$ cat config.mk
export PLATFORM = sky130hd
export DESIGN_NAME = rau_ctrl
export DESIGN_NICKNAME = d
export VERILOG_FILES = /design/src/rtl/core/rau_pkg.sv /design/src/rtl/core/rau_ctrl.sv
export SDC_FILE = /design/constraint.sdc
export NUM_CORES = 1
export LEC_CHECK = 0
export BUFFER_PORTS_ARGS = -buffer_cell sky130_fd_sc_hd__buf_4
export CAP_MARGIN = 30
export CORE_AREA = 3 3 40 42
export CTS_CLUSTER_DIAMETER = 50
export DETAILED_ROUTE_END_ITERATION = 10
export DIE_AREA = 0 0 43 45
export HOLD_SLACK_MARGIN = 0.03
export PLACE_DENSITY = 0.42
export RECOVER_POWER = 100
export SYNTH_ARGS = -nofsm -noshare
export SYNTH_HDL_FRONTEND = slang
export SYNTH_SLANG_ARGS = --single-unit
export TNS_END_PERCENT = 5
$ cat constraint.sdc
create_clock -name i_clk -period 1.1 [get_ports i_clk]
set_input_delay 0.055 -clock i_clk [delete_from_list [all_inputs] [get_ports i_clk]]
set_output_delay 0.055 -clock i_clk [all_outputs]
set_load 0.02 [all_outputs]
$ cat src/rtl/core/rau_pkg.sv
package rau_pkg;

    typedef enum logic [2:0] {
        OP_ADD    = 3'd0,
        OP_ADDINT = 3'd1,
        OP_MUL    = 3'd2,
        OP_DIV    = 3'd3,
        OP_RED    = 3'd4,
        OP_EQ     = 3'd5,
        OP_LT     = 3'd6,
        OP_INV    = 3'd7
    } t_op;

    localparam logic [1:0] ST_OK   = 2'd0;
    localparam logic [1:0] ST_ZDEN = 2'd1;
    localparam logic [1:0] ST_OVF  = 2'd2;

    typedef struct packed {
        logic [2:0]         op;
        logic signed [31:0] a_num;
        logic signed [31:0] a_den;
        logic signed [31:0] b_num;
        logic signed [31:0] b_den;
        logic signed [31:0] int_value;
    } t_in_item;

    typedef struct packed {
        logic signed [63:0] res_num;
        logic signed [63:0] res_den;
        logic               compare_true;
        logic [1:0]         status;
    } t_out_item;

    // controller to datapath
    typedef struct packed {
        logic load;
        logic mul;
        logic combine;
        logic gcd_init;
        logic gcd_step;
        logic finish;
    } t_cmd;

    // datapath to controller
    typedef struct packed {
        logic direct;
        logic gcd_done;
    } t_sts;

endpackage

$ cat src/rtl/core/rau_ctrl.sv
module rau_ctrl
    import rau_pkg::*;
(
    input  logic i_clk,
    input  logic i_rst_n,
    input  logic i_valid,
    output logic o_stall,
    output logic o_valid,
    input  logic i_stall,
    input  t_sts i_sts,
    output t_cmd o_cmd
);

    typedef enum logic [2:0] {
        S_IDLE,
        S_MUL,
        S_COMB,
        S_GINIT,
        S_GCD,
        S_FIN,
        S_OUT
    } t_state;

    t_state r_state;
    logic   r_valid;

    assign o_stall = (r_state != S_IDLE);
    assign o_valid = r_valid;

    always_comb begin
        o_cmd          = '0;
        o_cmd.load     = (r_state == S_IDLE) && i_valid;
        o_cmd.mul      = (r_state == S_MUL);
        o_cmd.combine  = (r_state == S_COMB);
        o_cmd.gcd_init = (r_state == S_GINIT);
        o_cmd.gcd_step = (r_state == S_GCD);
        o_cmd.finish   = (r_state == S_FIN);
    end

    always_ff @(posedge i_clk) begin
        if (!i_rst_n) begin
            r_state <= S_IDLE;
            r_valid <= 1'b0;
        end else begin
            case (r_state)
                S_IDLE: if (i_valid) r_state <= S_MUL;
                S_MUL:  r_state <= S_COMB;
                S_COMB: r_state <= i_sts.direct ? S_FIN : S_GINIT;
                S_GINIT: r_state <= S_GCD;
                S_GCD:  if (i_sts.gcd_done) r_state <= S_FIN;
                S_FIN: begin
                    r_state <= S_OUT;
                    r_valid <= 1'b1;
                end
                S_OUT: begin
                    if (!i_stall) begin
                        r_valid <= 1'b0;
                        r_state <= S_IDLE;
                    end
                end
                default: r_state <= S_IDLE;
            endcase
        end
    end

endmodule

## After elaboration in Yosys (flattened, before gate mapping)

Cells that the tools add are included.
Widths: inputs -> output; s select.

| storage, ports and cells | value |
|---|---|
| bits in registers | 4 |
| input port bits | 6 |

| cells by class | value |
|---|---|
| reduce and logical (&&, ||, !) cells | 6 |
| equal/unequal tests | 9 |
| muxes and demuxes | 7 |

Operators by type and width:

| operator | count |
|---|---|
| $pmux 3 s7 | 1 |
| $mux 3 | 4 |
| $eq 3x3->1 const B | 3 |
| $eq 3x2->1 const B | 2 |
| $ne 2x2->1 const B | 3 |
| $eq 3x1->1 const B | 1 |
| $logic_not 3->1 | 1 |
| $reduce_and 3->1 | 1 |
| $reduce_bool 3->1 | 1 |
| $pmux 1 s2 | 1 |
| $reduce_and 2->1 | 1 |
| $reduce_bool 2->1 | 1 |
| $logic_and 1x1->1 | 1 |
| $mux 1 | 1 |

## Depth between registers and ports, before layout

| depth | value |
|---|---|
| word-level depth | 3 |
| mapped depth | 4 |
| mapped depth without buffers | 3 |

## Least setup slack after synthesis

No wires, ideal clock.

| path | value |
|---|---|
| path type | reg2out |
| from | reg r_state[0] |
| to | out o_cmd[5] in the netlist's numbering |
| required time | 1.045 ns |
| setup slack | -0.158 ns |
| arrival | 1.203 ns |
| buffers on the path | 1 |
| stages on the path, launching flop included | 4 |
| cell sequence | dfxtp_1 > buf_2 > or3_1 > nor2_1 |

RTL lines:

| element | line | source |
|---|---|---|
| from (decl) | rau_ctrl.sv:24 | `t_state r_state;` |
| from (signal assigned) | rau_ctrl.sv:48 | `S_COMB: r_state <= i_sts.direct ? S_FIN : S_GINIT;` |
| to (decl) | rau_ctrl.sv:11 | `output t_cmd o_cmd` |

==> results.yml <==
outcome:
  outcome: "finished, violations left"
  violations: "setup timing"
logic_synthesis:
  synth-edff-count: 0
  yosysWarningCount: 0
  synthCells: 32
  syn_area_um2: 267.8
  synth_cell_types: 19
  synth_seq_cells: 4
  synth_nets: 38
  synthFlopType: "dfxtp_1"
  post_synth.cell_area_avg_um2: 8.367
  synthArstFlopShare_pct: 0
  synth_seq_area_share_pct: 29.91
detailed_routing:
  remaining_drc_errors: 0
  drt_pre_antenna_iters: 4
  via_per_inst: 4.612
  drtAntennaViolNets: 0
  routed-via-count: 309
  wl_um: 826
  routedWlPerCell_um: 12.33
  drt-initial-drc-count: 4
cts:
  clk_latency_ns: 0.23
  numCtsBuffers: 3
  cts_htree_levels: 1
  clockRootBuffer: "clkbuf_4"
  cts_max_path_buffers: 2
  clock_sinks: 4
  cts_tree: "built"
  cts.clk_slew.worst_paths_ns: 0.04
power_and_ir_drop:
  p_seq_share_pct: 24.4
  power.switching_uw: 305.0
  p_per_area_nw_per_um2: 1645
  p_int_uw: 526.6
  combPwrFrac_pct: 53.9
  clkPwrFrac_pct: 21.7
  p_leak_uw: 0.0002213
  p_sw_share_pct: 36.68
  ir_worst_vdd_v: 0.0006014
worst_setup_path:
  worstReg2RegStart: "r_state[2]$_SDFFE_PN0P_"
  slowest_delay_ns: 0.34
  worstPathCellList: "buf_4 > or3_4 > nor2_4 > buf_6"
  critPathSlowestCell: "or3_4"
  crit_path_start: "r_state[2]$_SDFFE_PN0P_"
  cp-end-kind: "primary output"
  critPathKind: "flop to primary output"
  cp.required_ns: 1.04
  startpoint_type: "flop"
  cp_max_fo: 3
  arrival_ns: 1.21
global_routing:
  grt_pass1_vias: 306
  grt_pass1_wl_um: 1359
  grt-ovfl-total: 0
  grt_use_total_pct: 9.484
  grt_max_degree: 9
  antenna_found_initial: 0
sta:
  worst_slew_pin_slew_ns: 0.2456
  setup_ws_ns: -0.1698
  drv_slew: 0
  fin_skew_ns: 0.0009329
  setup_violations: 9
  grt_setup_unrepaired: "yes"
  fin_crit_sh_pct: 115.4
  fmax_mhz: 787.5
  tns_ns: -0.6584
  holdWs_ns: 0.09412
  fin_crit_ns: 1.270
  hold_viol: 0
  slew_headroom_pct: 83.70
floorplan:
  fp.dieW_um: 43
  start_util_pct: 20.84
  core_area_um2: 1285
  die_h_um: 45
  num_rows: 13
  ios: 14
  die-area_um2: 1935
finish:
  stdcell_count: 67
  drive_gt1_share_pct: 67.31
  finalCoreUtilization_pct: 39.34
  area.growth.synth_to_final_pct: 88.78
  fin_nets: 60
  antenna_cells: 0
place:
  io_buffers: 13
  dpl.hpwl_um: 597.4
  routabilityCongestion: 0.7441
  placed_cells: 63
hold_path:
  hp-class: "primary input to flop"
  hp-start: "i_rst_n"
flow_run:
  max_cap_viol_count: 0
==> final timing paths <==
| check | endpoint | slack, ns | cells after the start |
|---|---|---|---|
| max | o_cmd[5] | -0.17 | 4 |
| min | r_state[0]$_SDFFE_PN0P_ | 0.09 | 3 |
| max reg2reg | r_state[1]$_SDFFE_PN0P_ | -0.07 | 4 |
| min reg2reg | o_valid$_SDFFE_PN0P_ | 0.54 | 2 |
==> synth_stat cells, types with 2 or more instances <==
cell,count,area (µm²)
a21oi_1,2,10.01
nand2_1,2,7.510
nor3b_1,5,37.54
buf_2,2,10.01
nor2_1,2,7.510
a31oi_1,2,12.51
inv_1,2,7.510
dfxtp_1,4,80.08
==> cell type report <==
type                    count  area (µm²)
fillers                   135       779.5
clock buffers               3       22.52
flip-flops and latches      4       86.33
multi-input cells          23       201.4
inverters                   2       7.507
well taps                  15       18.77
repair buffers             20       168.9
==> registers in the layout, indices dropped and copies added, names as in the netlist <==
signal	flops
r_state	3
o_valid	1
==> metrics by stage <==
stage	total power (µW)	cell area, µm²	setup WS [ns]
2_1_floorplan	427.8	280.3	-0.03451
3_3_place_gp	571.5	420.4	-0.02658
3_5_place_dp	571.6	420.4	-0.04957
4_1_cts	814.4	490.5	-0.1778
5_1_grt	870.5	505.5	-0.2035
6_report	831.6	505.5	-0.1698
==> critical path, delay by kind of cell (launching register included) <==
kind | cells | cell delay (ns)
AND/OR/NAND/NOR | 2 | 0.43
buffers and inverters | 2 | 0.24
flip-flops | 1 | 0.31
==> repair_timing <==
| item | 4_1_cts | 5_1_grt |
|---|---|---|
| setup endpoints to repair | 9 | 10 |
| hold buffers | 0 | 0 |
| setup buffers | 1 | 0 |
| pin swaps | 4 | 0 |
| resized for setup | 10 | 7 |
==> per-layer routing <==
layer / up-vias / share of wire [%] / global-route usage [%]
met5: - / 0 / 0
met4: 0 / 0 / 6.024
met3: 0 / 6.1 / 1.594
met2: 13 / 54 / 17.07
met1: 140 / 40 / 10.34
li1: 156 / - / -
==> logic make-up after synthesis <==
logic type             synth area share [%]
AOI/OAI and AO/OA                     23.36
DFF                                   29.91
buffers and inverters                 10.75
and+or+nand+nor                       31.78
muxes                                 4.205
==> power groups by stage <==
stage	Sequential [µW]	Clock, µW	Combinational [µW]
floorplan	185	0	243
finish	203	181	448
CTS	197	185	433
global route	205	189	476
global placement	198	0	374
detailed placement	198	0	374
==> layout by cell type (no fill, tap or decap), types with 2 or more instances in the layout <==
cell type / count
nand2_1: 2
a31oi_1: 2
buf_4: 14
nor3b_1: 3
nor3b_2: 2
clkbuf_4: 3
buf_6: 4
a21oi_1: 2
dfxtp_2: 2
Power figures use the tool's default switching activity.
